**src/sv/ttcc_pkg.sv**
```systemverilog
package ttcc_pkg;

  // Result commands as they appear on the result channel.
  typedef enum logic [2:0] {
    CMD_UL_OFF   = 3'd0,
    CMD_UL_ON    = 3'd1,
    CMD_GLYPH    = 3'd2,
    CMD_SCROLL   = 3'd3,
    CMD_CLEAR    = 3'd4,
    CMD_KEY      = 3'd5,
    CMD_EMPTY    = 3'd6,
    CMD_OVERFLOW = 3'd7
  } cmd_t;

  // Operation codes of an input item.
  typedef enum logic [1:0] {
    OP_WRITE  = 2'd0,
    OP_KEY_IN = 2'd1,
    OP_READ   = 2'd2,
    OP_TICK   = 2'd3
  } op_t;

  // Work handed from the front end to the back end.
  typedef enum logic [2:0] {
    JOB_WRITE    = 3'd0,
    JOB_TICK     = 3'd1,
    JOB_KEY      = 3'd2,
    JOB_EMPTY    = 3'd3,
    JOB_OVERFLOW = 3'd4
  } job_kind_t;

  typedef struct packed {
    job_kind_t  kind;
    logic [7:0] data;
  } job_t;

  // Configuration registers as one group.
  typedef struct packed {
    logic       echo;
    logic [7:0] columns;
    logic [6:0] rows;
    logic [7:0] period;
  } cfg_t;

  typedef enum logic [1:0] {
    CFG_ECHO    = 2'd0,
    CFG_COLUMNS = 2'd1,
    CFG_ROWS    = 2'd2,
    CFG_PERIOD  = 2'd3
  } cfg_index_t;

  // Back end sequencer states.
  typedef enum logic {
    BK_RUN    = 1'b0,
    BK_REDUCE = 1'b1
  } bk_state_t;

  localparam logic [7:0] CHAR_BS    = 8'h08;
  localparam logic [7:0] CHAR_NL    = 8'h0A;
  localparam logic [7:0] CHAR_SPACE = 8'h20;

  localparam logic [7:0] COLUMNS_RESET = 8'd80;
  localparam logic [6:0] ROWS_RESET    = 7'd25;
  localparam logic [7:0] PERIOD_RESET  = 8'd75;

  localparam int QUEUE_DEPTH = 4;

endpackage

```
**src/sv/ttcc_ram.sv**
```systemverilog
module ttcc_ram #(
  parameter int WIDTH = 8,
  parameter int DEPTH = 64
) (
  input  logic                     clk,
  input  logic                     wr_en,
  input  logic [$clog2(DEPTH)-1:0] wr_addr,
  input  logic [WIDTH-1:0]         wr_data,
  input  logic                     rd_en,
  input  logic [$clog2(DEPTH)-1:0] rd_addr,
  output logic [WIDTH-1:0]         rd_data
);

  logic [WIDTH-1:0] mem_r [DEPTH];

  // One write port, one registered read port; read data holds between reads.
  always_ff @(posedge clk) begin
    if (wr_en) begin
      mem_r[wr_addr] <= wr_data;
    end
    if (rd_en) begin
      rd_data <= mem_r[rd_addr];
    end
  end

endmodule

```
**src/sv/ttcc_front.sv**
```systemverilog
module ttcc_front #(
  parameter int KEY_DEPTH = 64
) (
  input  logic          clk,
  input  logic          rst_n,
  input  logic          in_valid,
  output logic          in_stall,
  input  logic [1:0]    in_operation,
  input  logic [7:0]    in_char_code,
  input  logic          echo_enable,
  input  logic          q_full,
  output logic          q_push,
  output ttcc_pkg::job_t q_job
);
  import ttcc_pkg::*;

  localparam int AW = $clog2(KEY_DEPTH);
  localparam logic [AW-1:0] LAST_ADDR = AW'(KEY_DEPTH - 1);

  logic [AW-1:0] wp_r, wp_nxt, rp_r, rp_nxt, wp_inc, rp_inc;
  logic          ring_full, ring_empty;
  logic          accept, job_need, wp_adv, rp_adv;
  job_t          job_new;
  logic          stage_valid_r, stage_valid_nxt;
  job_t          stage_job_r;
  logic [7:0]    ram_rdata;

  // Ring pointers wrap at the configured depth.
  assign wp_inc     = (wp_r == LAST_ADDR) ? '0 : wp_r + 1'b1;
  assign rp_inc     = (rp_r == LAST_ADDR) ? '0 : rp_r + 1'b1;
  assign ring_full  = (wp_inc == rp_r);
  assign ring_empty = (wp_r == rp_r);

  // The stage holds one classified item until the queue takes it.
  assign in_stall = stage_valid_r && q_full;
  assign accept   = in_valid && !in_stall;
  assign q_push   = stage_valid_r && !q_full;

  // Classify the item and decide what the key ring does with it.
  always_comb begin
    job_new.kind = JOB_WRITE;
    job_new.data = in_char_code;
    job_need     = 1'b0;
    wp_adv       = 1'b0;
    rp_adv       = 1'b0;
    case (op_t'(in_operation))
      OP_WRITE: begin
        job_need = 1'b1;
      end
      OP_KEY_IN: begin
        if (ring_full) begin
          job_new.kind = JOB_OVERFLOW;
          job_need     = 1'b1;
        end else begin
          wp_adv   = 1'b1;
          job_need = echo_enable;
        end
      end
      OP_READ: begin
        job_need = 1'b1;
        if (ring_empty) begin
          job_new.kind = JOB_EMPTY;
        end else begin
          job_new.kind = JOB_KEY;
          rp_adv       = 1'b1;
        end
      end
      OP_TICK: begin
        job_new.kind = JOB_TICK;
        job_need     = 1'b1;
      end
      default: begin
      end
    endcase
  end

  assign wp_nxt = (accept && wp_adv) ? wp_inc : wp_r;
  assign rp_nxt = (accept && rp_adv) ? rp_inc : rp_r;

  always_comb begin
    if (accept) begin
      stage_valid_nxt = job_need;
    end else if (q_push) begin
      stage_valid_nxt = 1'b0;
    end else begin
      stage_valid_nxt = stage_valid_r;
    end
  end

  always_ff @(posedge clk) begin
    if (!rst_n) begin
      wp_r          <= '0;
      rp_r          <= '0;
      stage_valid_r <= 1'b0;
    end else begin
      wp_r          <= wp_nxt;
      rp_r          <= rp_nxt;
      stage_valid_r <= stage_valid_nxt;
    end
  end

  always_ff @(posedge clk) begin
    if (accept) begin
      stage_job_r <= job_new;
    end
  end

  // Key ring storage; the read data arrives with the staged item.
  ttcc_ram #(
    .WIDTH (8),
    .DEPTH (KEY_DEPTH)
  ) u_key_ram (
    .clk     (clk),
    .wr_en   (accept && wp_adv),
    .wr_addr (wp_r),
    .wr_data (in_char_code),
    .rd_en   (accept && rp_adv),
    .rd_addr (rp_r),
    .rd_data (ram_rdata)
  );

  always_comb begin
    q_job.kind = stage_job_r.kind;
    q_job.data = (stage_job_r.kind == JOB_KEY) ? ram_rdata : stage_job_r.data;
  end

endmodule

```
**src/sv/ttcc_queue.sv**
```systemverilog
module ttcc_queue (
  input  logic           clk,
  input  logic           rst_n,
  input  logic           push,
  input  ttcc_pkg::job_t push_job,
  output logic           full,
  input  logic           pop,
  output ttcc_pkg::job_t pop_job,
  output logic           empty
);
  import ttcc_pkg::*;

  localparam int PW = $clog2(QUEUE_DEPTH);
  localparam int CW = $clog2(QUEUE_DEPTH + 1);
  localparam logic [PW-1:0] LAST_SLOT = PW'(QUEUE_DEPTH - 1);

  job_t          mem_r [QUEUE_DEPTH];
  logic [PW-1:0] head_r, head_nxt, tail_r, tail_nxt;
  logic [CW-1:0] count_r, count_nxt;

  assign full    = (count_r == CW'(QUEUE_DEPTH));
  assign empty   = (count_r == '0);
  assign pop_job = mem_r[head_r];

  // Pointer and fill count update.
  always_comb begin
    head_nxt  = head_r;
    tail_nxt  = tail_r;
    count_nxt = count_r;
    if (push) begin
      tail_nxt = (tail_r == LAST_SLOT) ? '0 : tail_r + 1'b1;
    end
    if (pop) begin
      head_nxt = (head_r == LAST_SLOT) ? '0 : head_r + 1'b1;
    end
    if (push && !pop) begin
      count_nxt = count_r + 1'b1;
    end else if (pop && !push) begin
      count_nxt = count_r - 1'b1;
    end
  end

  always_ff @(posedge clk) begin
    if (!rst_n) begin
      head_r  <= '0;
      tail_r  <= '0;
      count_r <= '0;
    end else begin
      head_r  <= head_nxt;
      tail_r  <= tail_nxt;
      count_r <= count_nxt;
    end
  end

  always_ff @(posedge clk) begin
    if (push) begin
      mem_r[tail_r] <= push_job;
    end
  end

endmodule

```
**src/sv/ttcc_back.sv**
```systemverilog
module ttcc_back (
  input  logic           clk,
  input  logic           rst_n,
  input  ttcc_pkg::cfg_t cfg,
  input  logic           q_empty,
  input  ttcc_pkg::job_t q_job,
  output logic           q_pop,
  output logic           out_valid,
  input  logic           out_stall,
  output logic [2:0]     out_command,
  output logic [7:0]     out_cell_column,
  output logic [6:0]     out_cell_row,
  output logic [7:0]     out_glyph_code,
  output logic [7:0]     out_key_byte,
  output logic           out_last
);
  import ttcc_pkg::*;

  // Result slots of one job, emitted lowest bit first.
  localparam int PL_ULOLD  = 0;
  localparam int PL_ULLEFT = 1;
  localparam int PL_SCROLL = 2;
  localparam int PL_CLEAR  = 3;
  localparam int PL_GLYPH  = 4;
  localparam int PL_SINGLE = 5;
  localparam int PL_N      = 6;
  localparam int RED_STEPS = 9;

  // Cursor and blink state.
  logic [7:0] cur_col_r, jb_col;
  logic [6:0] cur_row_r, jb_row;
  logic [7:0] blink_cnt_r, blink_cnt_nxt, jb_cnt;
  logic       blink_on_r, jb_on;

  // Plan of the job in progress.
  logic [PL_N-1:0] plan_r, plan_nxt, np_plan, sel, remain;
  logic [7:0] pl_col_r, pl_gcol_r, pl_gchar_r, pl_key_r;
  logic [6:0] pl_row_r, pl_nrow_r, pl_grow_r;
  cmd_t       pl_scmd_r;
  logic [7:0] np_col, np_gcol, np_gchar, np_key;
  logic [6:0] np_row, np_nrow, np_grow;
  cmd_t       np_scmd;

  // Remainder unit for a blink count above the period.
  bk_state_t  state_r, state_nxt;
  logic [8:0] red_div_r, red_seed, red_t, red_sub;
  logic [7:0] red_rem_r;
  logic [3:0] red_step_r;
  logic       red_start, red_active, red_done;

  // Output register.
  logic       out_valid_r, out_valid_nxt, load_ok, emit;
  cmd_t       out_cmd_r, o_cmd;
  logic [7:0] out_col_r, out_glyph_r, out_key_r, o_col, o_glyph, o_key;
  logic [6:0] out_row_r, o_row;
  logic       out_last_r;

  assign load_ok = !out_valid_r || !out_stall;
  assign emit    = (plan_r != '0) && load_ok;
  assign sel     = plan_r & (~plan_r + 1'b1);
  assign remain  = plan_r & ~sel;
  assign q_pop   = (state_r == BK_RUN) && !q_empty &&
                   ((plan_r == '0) || (emit && (remain == '0)));

  // Decode the job at the head of the queue against the current cursor.
  always_comb begin
    logic       col_vis, left_vis, bump;
    logic [6:0] bottom_row, nl_row;
    logic [8:0] cnt_inc;
    col_vis    = cur_col_r < cfg.columns;
    left_vis   = (cur_col_r - 8'd1) < cfg.columns;
    bump       = ({1'b0, cur_row_r} + 8'd1) >= {1'b0, cfg.rows};
    bottom_row = (cfg.rows != 7'd0) ? cfg.rows - 7'd1 : 7'd0;
    nl_row     = bump ? bottom_row : cur_row_r + 7'd1;
    cnt_inc    = {1'b0, blink_cnt_r} + 9'd1;

    np_plan   = '0;
    np_col    = cur_col_r;
    np_row    = cur_row_r;
    np_nrow   = nl_row;
    np_gcol   = cur_col_r;
    np_grow   = cur_row_r;
    np_gchar  = q_job.data;
    np_scmd   = CMD_EMPTY;
    np_key    = '0;
    jb_col    = cur_col_r;
    jb_row    = cur_row_r;
    jb_cnt    = blink_cnt_r;
    jb_on     = blink_on_r;
    red_start = 1'b0;
    red_seed  = cnt_inc;

    case (q_job.kind)
      JOB_WRITE: begin
        if (q_job.data == CHAR_BS) begin
          // Backspace at column zero does nothing.
          if (cur_col_r != 8'd0) begin
            np_plan[PL_ULOLD]  = col_vis;
            np_plan[PL_ULLEFT] = left_vis;
            np_plan[PL_GLYPH]  = 1'b1;
            np_gcol            = cur_col_r - 8'd1;
            np_gchar           = CHAR_SPACE;
            jb_col             = cur_col_r - 8'd1;
            jb_cnt             = '0;
            jb_on              = 1'b0;
          end
        end else if (q_job.data == CHAR_NL) begin
          np_plan[PL_ULOLD]  = col_vis;
          np_plan[PL_SCROLL] = bump;
          np_plan[PL_CLEAR]  = bump;
          jb_col             = '0;
          jb_row             = nl_row;
          jb_cnt             = '0;
          jb_on              = 1'b0;
        end else begin
          np_plan[PL_ULOLD] = col_vis;
          np_plan[PL_GLYPH] = 1'b1;
          if (!col_vis) begin
            // Past the last column: wrap first, then draw.
            np_plan[PL_SCROLL] = bump;
            np_plan[PL_CLEAR]  = bump;
            np_gcol            = '0;
            np_grow            = nl_row;
            jb_col             = 8'd1;
            jb_row             = nl_row;
          end else begin
            jb_col = cur_col_r + 8'd1;
          end
          jb_cnt = '0;
          jb_on  = 1'b0;
        end
      end
      JOB_TICK: begin
        if (blink_cnt_r == 8'd0) begin
          jb_on              = !blink_on_r;
          np_plan[PL_SINGLE] = 1'b1;
          np_scmd            = !blink_on_r ? CMD_UL_ON : CMD_UL_OFF;
        end
        if (cfg.period == 8'd0) begin
          jb_cnt = cnt_inc[7:0];
        end else if (cnt_inc < {1'b0, cfg.period}) begin
          jb_cnt = cnt_inc[7:0];
        end else if (cnt_inc == {1'b0, cfg.period}) begin
          jb_cnt = '0;
        end else begin
          red_start = 1'b1;
        end
      end
      JOB_KEY: begin
        np_plan[PL_SINGLE] = 1'b1;
        np_scmd            = CMD_KEY;
        np_key             = q_job.data;
        np_col             = '0;
        np_row             = '0;
      end
      JOB_EMPTY: begin
        np_plan[PL_SINGLE] = 1'b1;
        np_scmd            = CMD_EMPTY;
        np_col             = '0;
        np_row             = '0;
      end
      JOB_OVERFLOW: begin
        np_plan[PL_SINGLE] = 1'b1;
        np_scmd            = CMD_OVERFLOW;
        np_key             = q_job.data;
        np_col             = '0;
        np_row             = '0;
      end
      default: begin
      end
    endcase
  end

  // Sequencer next state.
  always_comb begin
    state_nxt = state_r;
    case (state_r)
      BK_RUN: begin
        if (q_pop && red_start) begin
          state_nxt = BK_REDUCE;
        end
      end
      BK_REDUCE: begin
        if (red_step_r == 4'd0) begin
          state_nxt = BK_RUN;
        end
      end
      default: begin
        state_nxt = BK_RUN;
      end
    endcase
  end

  // Sequencer outputs.
  always_comb begin
    red_active = 1'b0;
    red_done   = 1'b0;
    case (state_r)
      BK_REDUCE: begin
        red_active = 1'b1;
        red_done   = (red_step_r == 4'd0);
      end
      default: begin
      end
    endcase
  end

  // One restoring remainder step per cycle.
  assign red_t   = {red_rem_r, red_div_r[8]};
  assign red_sub = (red_t >= {1'b0, cfg.period}) ? red_t - {1'b0, cfg.period} : red_t;

  always_comb begin
    if (q_pop) begin
      blink_cnt_nxt = jb_cnt;
    end else if (red_done) begin
      blink_cnt_nxt = red_sub[7:0];
    end else begin
      blink_cnt_nxt = blink_cnt_r;
    end
  end

  always_comb begin
    if (q_pop) begin
      plan_nxt = np_plan;
    end else if (emit) begin
      plan_nxt = remain;
    end else begin
      plan_nxt = plan_r;
    end
  end

  // Pick the fields of the next result from the plan.
  always_comb begin
    o_cmd   = pl_scmd_r;
    o_col   = '0;
    o_row   = '0;
    o_glyph = '0;
    o_key   = '0;
    if (sel[PL_ULOLD]) begin
      o_cmd = CMD_UL_OFF;
      o_col = pl_col_r;
      o_row = pl_row_r;
    end else if (sel[PL_ULLEFT]) begin
      o_cmd = CMD_UL_OFF;
      o_col = pl_gcol_r;
      o_row = pl_grow_r;
    end else if (sel[PL_SCROLL]) begin
      o_cmd = CMD_SCROLL;
    end else if (sel[PL_CLEAR]) begin
      o_cmd = CMD_CLEAR;
      o_row = pl_nrow_r;
    end else if (sel[PL_GLYPH]) begin
      o_cmd   = CMD_GLYPH;
      o_col   = pl_gcol_r;
      o_row   = pl_grow_r;
      o_glyph = pl_gchar_r;
    end else begin
      o_col = pl_col_r;
      o_row = pl_row_r;
      o_key = pl_key_r;
    end
  end

  always_comb begin
    if (emit) begin
      out_valid_nxt = 1'b1;
    end else if (out_stall) begin
      out_valid_nxt = out_valid_r;
    end else begin
      out_valid_nxt = 1'b0;
    end
  end

  // Control registers.
  always_ff @(posedge clk) begin
    if (!rst_n) begin
      state_r     <= BK_RUN;
      plan_r      <= '0;
      out_valid_r <= 1'b0;
      cur_col_r   <= '0;
      cur_row_r   <= '0;
      blink_cnt_r <= '0;
      blink_on_r  <= 1'b0;
    end else begin
      state_r     <= state_nxt;
      plan_r      <= plan_nxt;
      out_valid_r <= out_valid_nxt;
      blink_cnt_r <= blink_cnt_nxt;
      if (q_pop) begin
        cur_col_r  <= jb_col;
        cur_row_r  <= jb_row;
        blink_on_r <= jb_on;
      end
    end
  end

  // Payload registers.
  always_ff @(posedge clk) begin
    if (q_pop) begin
      pl_col_r   <= np_col;
      pl_row_r   <= np_row;
      pl_nrow_r  <= np_nrow;
      pl_gcol_r  <= np_gcol;
      pl_grow_r  <= np_grow;
      pl_gchar_r <= np_gchar;
      pl_scmd_r  <= np_scmd;
      pl_key_r   <= np_key;
    end
    if (q_pop && red_start) begin
      red_div_r  <= red_seed;
      red_rem_r  <= '0;
      red_step_r <= 4'(RED_STEPS - 1);
    end else if (red_active) begin
      red_div_r  <= {red_div_r[7:0], 1'b0};
      red_rem_r  <= red_sub[7:0];
      red_step_r <= red_step_r - 4'd1;
    end
    if (emit) begin
      out_cmd_r   <= o_cmd;
      out_col_r   <= o_col;
      out_row_r   <= o_row;
      out_glyph_r <= o_glyph;
      out_key_r   <= o_key;
      out_last_r  <= (remain == '0);
    end
  end

  assign out_valid       = out_valid_r;
  assign out_command     = out_cmd_r;
  assign out_cell_column = out_col_r;
  assign out_cell_row    = out_row_r;
  assign out_glyph_code  = out_glyph_r;
  assign out_key_byte    = out_key_r;
  assign out_last        = out_last_r;

endmodule

```
**src/sv/text_terminal_cursor_controller.sv**
```systemverilog
// Text terminal cursor controller.
// Input channel (in_valid/in_stall): one operation per item, write character,
// key arrived, read one key, or blink tick, with its character byte.
// Result channel (out_valid/out_stall): drawing commands and read answers, one
// per cycle while out_stall is low; out_last marks the final result of an item.
// Some items (a key stored without echo, backspace at column zero, most ticks)
// give no result. The user must write configuration (cfg_we/cfg_index/
// cfg_wdata) only while the block idles; the block itself does not enforce
// it. The first result of an item passes the input stage, job queue, plan
// register and output register. Throughput: an item enters every cycle while
// the four-entry job queue has room; the back end emits one result per cycle
// while out_stall is low. A tick whose blink count lies above a newly lowered
// period holds the back end in the bit-serial remainder unit. Reset clears the
// cursor, blink state, key ring pointers and queues and sets the registers to
// their defaults. A stalled receiver holds the output register; the queue
// fills, and then in_stall rises to hold the input.
module text_terminal_cursor_controller #(
  parameter int KEY_DEPTH = 64
) (
  input  logic       clk,
  input  logic       rst_n,
  input  logic       in_valid,
  output logic       in_stall,
  input  logic [1:0] in_operation,
  input  logic [7:0] in_char_code,
  output logic       out_valid,
  input  logic       out_stall,
  output logic [2:0] out_command,
  output logic [7:0] out_cell_column,
  output logic [6:0] out_cell_row,
  output logic [7:0] out_glyph_code,
  output logic [7:0] out_key_byte,
  output logic       out_last,
  input  logic       cfg_we,
  input  logic [1:0] cfg_index,
  input  logic [7:0] cfg_wdata
);
  import ttcc_pkg::*;

  cfg_t cfg_r;
  logic q_push, q_pop, q_full, q_empty;
  job_t push_job, pop_job;

  // Configuration registers.
  always_ff @(posedge clk) begin
    if (!rst_n) begin
      cfg_r.echo    <= 1'b0;
      cfg_r.columns <= COLUMNS_RESET;
      cfg_r.rows    <= ROWS_RESET;
      cfg_r.period  <= PERIOD_RESET;
    end else if (cfg_we) begin
      case (cfg_index_t'(cfg_index))
        CFG_ECHO:    cfg_r.echo    <= cfg_wdata[0];
        CFG_COLUMNS: cfg_r.columns <= cfg_wdata;
        CFG_ROWS:    cfg_r.rows    <= cfg_wdata[6:0];
        CFG_PERIOD:  cfg_r.period  <= cfg_wdata;
        default: begin
        end
      endcase
    end
  end

  ttcc_front #(
    .KEY_DEPTH (KEY_DEPTH)
  ) u_front (
    .clk          (clk),
    .rst_n        (rst_n),
    .in_valid     (in_valid),
    .in_stall     (in_stall),
    .in_operation (in_operation),
    .in_char_code (in_char_code),
    .echo_enable  (cfg_r.echo),
    .q_full       (q_full),
    .q_push       (q_push),
    .q_job        (push_job)
  );

  ttcc_queue u_queue (
    .clk      (clk),
    .rst_n    (rst_n),
    .push     (q_push),
    .push_job (push_job),
    .full     (q_full),
    .pop      (q_pop),
    .pop_job  (pop_job),
    .empty    (q_empty)
  );

  ttcc_back u_back (
    .clk             (clk),
    .rst_n           (rst_n),
    .cfg             (cfg_r),
    .q_empty         (q_empty),
    .q_job           (pop_job),
    .q_pop           (q_pop),
    .out_valid       (out_valid),
    .out_stall       (out_stall),
    .out_command     (out_command),
    .out_cell_column (out_cell_column),
    .out_cell_row    (out_cell_row),
    .out_glyph_code  (out_glyph_code),
    .out_key_byte    (out_key_byte),
    .out_last        (out_last)
  );

endmodule

```
**config.mk**
```make
export PLATFORM = sky130hd
export DESIGN_NAME = text_terminal_cursor_controller
export DESIGN_NICKNAME = d
export VERILOG_FILES = /design/src/sv/ttcc_pkg.sv /design/src/sv/ttcc_ram.sv /design/src/sv/ttcc_front.sv /design/src/sv/ttcc_queue.sv /design/src/sv/ttcc_back.sv /design/src/sv/text_terminal_cursor_controller.sv
export SDC_FILE = /design/constraint.sdc
export NUM_CORES = 1
export LEC_CHECK = 0
export ABC_AREA = 1
export ABC_CLOCK_PERIOD_IN_PS = 3300
export BUFFER_PORTS_ARGS = -buffer_cell sky130_fd_sc_hd__buf_4
export CAP_MARGIN = 20
export CORE_MARGIN = 1
export CORE_UTILIZATION = 54
export DETAILED_ROUTE_END_ITERATION = 6
export HOLD_SLACK_MARGIN = 0.05
export PLACE_DENSITY_LB_ADDON = 0.25
export RECOVER_POWER = 100
export SETUP_SLACK_MARGIN = 0.3
export SYNTH_ARGS = -nofsm -noshare
export SYNTH_HDL_FRONTEND = slang
export SYNTH_SLANG_ARGS = --single-unit
```
**constraint.sdc**
```tcl
create_clock -name clk -period 3.3 [get_ports clk]
set_clock_uncertainty 0.1 [all_clocks]
set_input_delay 0.66 -clock clk [delete_from_list [all_inputs] [get_ports clk]]
set_output_delay 0.66 -clock clk [all_outputs]
set_load 0.01 [all_outputs]
```
==> results of run 1 <==
[final timing paths]
path / to / slack, ns / cells after the start
worst max-delay path: u_front.u_key_ram.mem_r[57][7] / 0.18 / 13
worst min-delay path: cfg_r[19] / 0.20 / 3
worst max register to register: u_front.u_key_ram.mem_r[57][7] / 0.18 / 13
worst min register to register: u_back.red_rem_r[4] / 0.39 / 2
[routing by layer]
layer  vias up  share of wire  GRT usage
li1      10700              -          -
met1     10900           0.41      0.335
met2       908           0.49      0.432
met3       158          0.071     0.0460
met4         0          0.028     0.0913
met5         -              0          0
[registers in the layout, indices dropped and copies added, names as in the netlist, 9 cells and up, named ones only]
signal                   count
cfg_r                       24
u_queue.mem_r               44
u_front.u_key_ram.mem_r    512
u_back.red_div_r             9
[layout by cell type (no fill, tap or decap), drive strengths merged, types with 18 or more instances in the layout]
| cell | count |
|---|---|
| o22ai | 89 |
| inv | 210 |
| o221ai | 52 |
| buf | 84 |
| edfxtp | 675 |
| dfxtp | 90 |
| nand3 | 129 |
| clkbuf | 218 |
| a21oi | 94 |
| o21ai | 373 |
| clkinv | 35 |
| nor2 | 497 |
| xor2 | 32 |
| nand4 | 30 |
| nand2 | 390 |
| ha | 53 |
| o211ai | 18 |
[tightest hold or removal path, stage by stage]
cell and delay (ns):
buf_4 0.10, nand2_1 0.05, o211ai_1 0.06
[kinds of logic after synthesis]
family,count (synthesis),synth area share
simple gates,1074,0.136
flops,765,0.678
compound gates,644,0.111
buf+inv,356,0.0417
fa+ha+maj,55,0.0216
xor+xnor,35,0.00941
mux,8,0.00277
[layout make-up]
type | instances | area [µm²] | share of cell area
timing repair buffer | 197 | 1220 | 0.0331
tap | 773 | 967 | 0.0263
multi-input combinational | 1817 | 9240 | 0.251
sequential | 765 | 22100 | 0.601
clock buffer | 105 | 2100 | 0.0573
clock inverter | 38 | 309 | 0.00841
inverter | 215 | 813 | 0.0221
[report_power, final]
| group | switching (W) | leakage (nW) | internal [W] |
|---|---|---|---|
| clock network | 0.00357 | 1.17 | 0.00480 |
| registers | 0.000396 | 6.91 | 0.0118 |
| logic | 0.00382 | 5.47 | 0.00160 |
| total | 0.00779 | 13.6 | 0.0182 |
[metrics by stage]
step                hold slack (ns)  instance area [µm²]  instances
CTS                           0.170                36900       3900
detailed placement            0.374                34500       3757
floorplan                     0.343                32600       2937
global placement              0.348                34500       3757
global route                  0.201                36700       3910
finish                        0.203                36700       3910
[what timing repair did]
item,CTS,global route
gates resized for setup,2,33
cloned,0,2
buffers inserted,0,8
pin swaps,0,8
endpoints found under the setup margin,18,484
==> reports/qor.txt, run 1 <==
routability cong. - 0.929
Largest stage delay, worst path - 0.80 ns
Area growth syn-to-layout - 12.8%
routed wire length per instance - 20.0 µm
drt via density - 5.79
fin crit share - 0.944
Die Y - 248 µm
kind of cell adding the most delay to the critical path - simple AND/OR/NAND/NOR gates
Total GRT Usage - 0.257
Total Die Area - 0.0613 mm²
worst path required time - 3.50 ns
Filler cells - 4684
EDFF count, synth - 675
#FFs+latches synth - 765
clock-pin slew on the worst setup and hold paths - 0.06 ns
Worst Path Buf+Inv - 1
Worst slew margin - -0.0568
Synth top cells by count - 675 x edfxtp_1, 492 x nor2_1, 380 x nand2_1
CP endpoint kind - flop
clock latency at the later pin of the worst-skew pair - 0.61 ns
origin of the worst min-delay path - cfg_wdata[4]
register area share after synthesis - 0.678
Hold Buf Count CTS - 0
Clk Tree Root Cell - clkbuf_16
Main synth FF type - edfxtp_1
Data arrival, critical path - 3.32 ns
Power, Total - 0.0260 W
ANT cells - 0
first-pass GRT wire length - 121000 µm
pwr/cell area - 707 mW/mm²
syn nets - 3017
YS warnings - 0
proportion of layout cells with a drive suffix above 1 - 0.0921
initial antenna violation count - 0
Pleak - 13.6 nW
Final Hold Viols - 0
pins over their slew limit - 301
Initial Utilization - 0.549
CTS Buf Count - 79
number of remaining DRC errors - 14
Max VDD drop - 0.487 mV
H-tree levels - 3
dpl hpwl - 49800 µm
post-route setup TNS - 0 ns
Worst path slowest cell - dfxtp_1
Crit. Startpoint - u_front.rp_r[4]
IO Pins - 62
num rows - 89
largest net degree at the start of global routing - 161
cells after synthesis - 2937
Initial DRC Count - 2138
Hold Crit Class - input port to flop
Achievable Freq - 0.321 GHz
post-synth top area share - 0.622
count of input and output buffers - 61
syn_area_per_cell - 11.1 µm²
Max clock buf depth - 3
status - complete, but fails checks
final setup fails - 0
crit path time final - 3.12 ns
worst-margin pin slew - 1.59 ns
Crit Path Class - flop to flop
crit-path cells - nand2_1 > nand2_1 > o21ai_0 > nand3_1 > nor2_1 > nand2_1 > nor2_1 > nand2_1 > nand2_1 > nor2_4 > nand2_2 > nor2_1 > clkbuf_2
vias in the first global route - 21900
mapped cell area - 0.0326 mm²
setup slack after layout - 0.183 ns
Die Wd - 248 µm
vias - 22600
CTS tree - yes
dpl ws - 0.224 ns
Final Util - 0.619
WL final - 78400 µm
area leader, netlist - edfxtp_1
top-count cell post-synth - edfxtp_1
unrepaired setup endpoints after global routing - true
fraction of registers with async set/reset - 0
reg2reg start - u_front.rp_r[4]
Final nets - 3155
maximum net fanout on the critical path - 13
Num Clock Sinks - 765
final global-route overflow total - 0
drt first pass iters - 7
core area - 0.0594 mm²
violated checks - DRC, capacitance limit, slew limit
Max-Cap Viols - 5
distinct cell type count of the synthesized netlist - 41
synth top area cells - edfxtp_1 62%, nor2_1 5.7%, o21ai_0 5.6%, dfxtp_1 5.5%, nand2_1 4.4%
Setup crit start kind - flop
DRT antenna net count - 0
Most common cell on crit path - nand2_1
Power figures use the tool's default switching activity.
==> run 2: changes to the inputs <==
- CORE_UTILIZATION: 54 -> 35
- PLACE_DENSITY: not set -> 0.47
- PLACE_DENSITY_LB_ADDON: 0.25 -> not set
==> reports/qor.txt, run 2 (synthesis results as in run 1) <==
DRT antenna net count - 0
Area growth syn-to-layout - 16.2%
drt first pass iters - 5
ANT cells - 0
number of remaining DRC errors - 0
routed wire length per instance - 20.0 µm
Final nets - 3095
Die Wd - 307 µm
first-pass GRT wire length - 132000 µm
Achievable Freq - 0.341 GHz
final global-route overflow total - 0
Max VDD drop - 0.441 mV
Setup crit start kind - flop
IO Pins - 62
Filler cells - 8881
Initial DRC Count - 1702
Max clock buf depth - 3
core area - 0.0919 mm²
placed inst area - 0.0347 mm²
Total Die Area - 0.0943 mm²
vias - 22000
Final Hold Viols - 0
Clk Tree Root Cell - clkbuf_16
Final Util - 0.412
Hold Crit Class - input port to flop
num rows - 111
Hold Buf Count CTS - 0
pwr/cell area - 719 mW/mm²
post-route setup TNS - 0 ns
largest net degree at the start of global routing - 130
unrepaired setup endpoints after global routing - true
largest reg by FF count - u_front.u_key_ram.mem_r
initial antenna violation count - 0
setup slack after layout - 0.371 ns
proportion of layout cells with a drive suffix above 1 - 0.0971
Max-Cap Viols - 8
vias in the first global route - 22000
design area - 0.0379 mm²
Worst slew margin - -0.260
Pleak - 13.4 nW
H-tree levels - 3
Power, Total - 0.0272 W
WL final - 86400 µm
dpl hpwl - 55100 µm
clock-pin slew on the worst setup and hold paths - 0.06 ns
violated checks - capacitance limit, slew limit
most common cell after layout, fill and taps aside - edfxtp_1
biggest regs - u_front.u_key_ram.mem_r x512, u_queue.mem_r x44, cfg_r x24
final setup fails - 0
most frequent cells in the layout - 675 x edfxtp_1, 425 x nor2_1, 375 x nand2_1, 366 x o21ai_0, 204 x inv_1
Data arrival, critical path - 3.20 ns
status - complete, but fails checks
pins over their slew limit - 528
clock latency at the later pin of the worst-skew pair - 0.64 ns
max reg flops - 512
CP endpoint kind - flop
Initial Utilization - 0.354
Die Y - 307 µm
Crit Path Class - flop to flop
fin crit share - 0.887
worst path required time - 3.57 ns
routability cong. - 0.885
CTS Buf Count - 84
drt via density - 5.10
Total GRT Usage - 0.183
count of input and output buffers - 61
worst-margin pin slew - 1.89 ns
CTS tree - yes
Num Clock Sinks - 765
dpl ws - 0.109 ns
maximum net fanout on the critical path - 20
crit path time final - 2.93 ns
==> run 2: final timing paths <==
path	start	end	slack, ns	cells after the start
min reg2reg	u_back.red_step_r[2]	u_back.red_step_r[2]	0.36	2
max	u_back.blink_cnt_r[0]	u_back.red_div_r[8]	0.37	16
max reg2reg	u_back.blink_cnt_r[0]	u_back.red_div_r[8]	0.37	16
min	cfg_wdata[6]	cfg_r[6]	0.18	3
==> run 2: power breakdown <==
group | internal [W] | switching [W] | leakage, nW | total [W]
Clock | 0.00569 | 0.00380 | 1.34 | 0.00948
Combinational | 0.00166 | 0.00394 | 5.17 | 0.00559
Sequential | 0.0118 | 0.000369 | 6.91 | 0.0121
Total | 0.0191 | 0.00810 | 13.4 | 0.0272
==> run 2: metal layers <==
layer | GRT usage | share of wire | wire length (µm)
met1 | 0.241 | 0.44 | 38000
met2 | 0.307 | 0.48 | 41400
met3 | 0.0264 | 0.052 | 4510
met4 | 0.0635 | 0.029 | 2530
met5 | 0 | 0 | 0
==> run 2: worst max-delay path, cell delays in order, from the launching register on <==
cell and delay, ns:
dfxtp_2 0.35, buf_4 0.15, nand3_2 0.08, nor2_1 0.11, nand2_1 0.11, nor3_1 0.29
xor2_1 0.27, ha_1 0.30, nand4_1 0.11, nor2_1 0.05, nor2_1 0.14, nand3_2 0.13
nor2_4 0.14, inv_2 0.07, buf_12 0.15, nand2_1 0.05, o21ai_0 0.07
==> run 2: layout make-up <==
type	count	area (µm²)	area share
clock buffers	106	2260	0.0597
multi-input cells	1816	9750	0.257
well taps	1243	1560	0.0411
clock inverters	44	488	0.0129
inverters	215	810	0.0214
flip-flops and latches	765	22100	0.583
repair buffers	133	917	0.0242
==> run 2: what timing repair did <==
action	4_1_cts	5_1_grt
setup buffers	1	7
setup endpoints to repair	543	556
pin swaps	1	17
resized for setup	46	128
==> run 2: per-stage QoR <==
step,cells,hold WS [ns]
after floorplan,2937,0.343
after global placement,4164,0.356
after detailed placement,4164,0.359
after CTS,4315,0.137
after global routing,4322,0.167
final,4322,0.178
==> run 3: changes to the inputs <==
- BUFFER_PORTS_ARGS: -buffer_cell sky130_fd_sc_hd__buf_4 -> not set
- CORE_UTILIZATION: 35 -> 45
- DONT_BUFFER_PORTS: not set -> 1
- PLACE_DENSITY: 0.47 -> 0.57
==> reports/qor.txt, run 3 (synthesis results as in run 1) <==
pwr/cell area - 720 mW/mm²
CTS tree - yes
final setup fails - 0
drt first pass iters - 7
most common cell after layout, fill and taps aside - edfxtp_1
vias - 22200
final global-route overflow total - 0
status - complete, but fails checks
worst path required time - 3.54 ns
dpl hpwl - 51100 µm
Max VDD drop - 0.836 mV
H-tree levels - 3
post-route setup TNS - 0 ns
final hold slack - 0.0807 ns
DRT antenna net count - 0
Initial Utilization - 0.455
first-pass GRT wire length - 125000 µm
proportion of layout cells with a drive suffix above 1 - 0.0979
Die Wd - 271 µm
Worst Path Buf+Inv - 3
drt via density - 5.47
most frequent cells in the layout - 675 x edfxtp_1, 486 x nor2_1, 376 x nand2_1, 362 x o21ai_0, 204 x inv_1
CP endpoint kind - flop
met2 GRT Util - 0.374
biggest regs - u_front.u_key_ram.mem_r x512, u_queue.mem_r x44, cfg_r x24
initial antenna violation count - 1
crit-path cells - nand3_1 > inv_1 > nand2_1 > nand2_1 > xor2_1 > nand2_1 > nor2_1 > nand2_2 > nand2_2 > nor2_8 > buf_12 > nand2_4 > nor2_1 > buf_4
vias in the first global route - 21800
clock-pin slew on the worst setup and hold paths - 0.06 ns
Num Clock Sinks - 765
clock latency at the later pin of the worst-skew pair - 0.64 ns
WL final - 81900 µm
Final nets - 3119
Max clock buf depth - 3
worst-margin pin slew - 2.76 ns
Pleak - 13.7 nW
met1 usage - 0.290
routed wire length per instance - 20.2 µm
pins over their slew limit - 528
Achievable Freq - 0.332 GHz
max reg flops - 512
Most common cell on crit path - nand2_1
Area growth syn-to-layout - 14.3%
routability cong. - 0.936
violated checks - capacitance limit, slew limit
CTS Buf Count - 83
GR peak layer - met2
Largest stage delay, worst path - 0.49 ns
largest reg by FF count - u_front.u_key_ram.mem_r
Initial DRC Count - 1855
kind of cell adding the most delay to the critical path - simple AND/OR/NAND/NOR gates
largest net degree at the start of global routing - 118
core area - 0.0716 mm²
count of input and output buffers - 0
Data arrival, critical path - 3.26 ns
Worst path slowest cell - dfxtp_1
Final Hold Viols - 0
Total Die Area - 0.0735 mm²
Total GRT Usage - 0.221
Hold Crit Class - input port to flop
number of remaining DRC errors - 0
num rows - 98
Setup crit start kind - flop
IO Pins - 62
GRT met3 Usage - 0.0359
unrepaired setup endpoints after global routing - false
Filler cells - 6324
maximum net fanout on the critical path - 9
Max-Cap Viols - 8
fin crit share - 0.913
Worst slew margin - -0.840
Clk Tree Root Cell - clkbuf_16
Die Y - 271 µm
crit path time final - 3.01 ns
Crit Path Class - flop to flop
ANT cells - 0
## run 3: per-layer routing
metal,wire (µm),share of wire,up-vias
met5,17,0.00021,-
met4,2430,0.030,2
met3,4430,0.054,141
met2,39500,0.48,658
met1,35600,0.43,10800
li1,-,-,10600
## run 3: repair_timing
| action | in CTS | in global routing |
|---|---|---|
| endpoints found under the hold margin | 545 | 0 |
| endpoints found under the setup margin | 1 | 535 |
| pin swaps | 1 | 4 |
| cloned | 0 | 0 |
| hold buffers | 16 | 0 |
| resized for setup | 0 | 30 |
| buffers inserted | 1 | 9 |
## run 3: where the power goes
| part | switching (W) | leakage, nW | total (W) | internal [W] |
|---|---|---|---|---|
| combinational | 0.00372 | 5.51 | 0.00531 | 0.00160 |
| sequential | 0.000500 | 6.91 | 0.0123 | 0.0118 |
| clock | 0.00377 | 1.32 | 0.00921 | 0.00545 |
| total | 0.00798 | 13.7 | 0.0268 | 0.0188 |
## run 3: worst reg2reg max path, stage by stage, from the launching register on
cell	delay [ns]
dfxtp_1	0.49
nand3_1	0.40
inv_1	0.13
nand2_1	0.13
nand2_1	0.14
xor2_1	0.08
nand2_1	0.07
nor2_1	0.05
nand2_2	0.11
nand2_2	0.10
nor2_8	0.16
buf_12	0.15
nand2_4	0.12
nor2_1	0.29
buf_4	0.21
## run 3: final cells by class
type	count	area [µm²]	share of cell area
clock inverters	49	475	0.0128
inverters	215	816	0.0219
flip-flops and latches	765	22100	0.593
multi-input cells	1816	9190	0.247
clock buffers	103	2240	0.0600
well taps	950	1190	0.0319
repair buffers	158	1250	0.0336
## run 3: stage by stage
stage / setup slack, ns / utilization / total power (W) / instances / area, µm²
6_report: 0.287 / 0.520 / 0.0268 / 4056 / 37200
5_1_grt: 0.146 / 0.520 / 0.0281 / 4056 / 37200
4_1_cts: 0.302 / 0.521 / 0.0269 / 4047 / 37300
3_5_place_dp: 0.313 / 0.479 / 0.0175 / 3878 / 34300
3_3_place_gp: 0.291 / 0.479 / 0.0174 / 3878 / 34300
2_1_floorplan: 0.423 / - / 0.0159 / 2937 / 32600
## run 3: final timing paths
kind / end / slack [ns] / from / depth (start not counted)
hold reg to reg: u_back.blink_on_r / 0.38 / u_back.blink_on_r / 2
setup reg to reg: u_front.u_key_ram.mem_r[25][4] / 0.29 / u_front.wp_r[5] / 14
hold / removal: u_back.blink_cnt_r[1] / 0.08 / rst_n / 2
setup / recovery: u_front.u_key_ram.mem_r[25][4] / 0.29 / u_front.wp_r[5] / 14
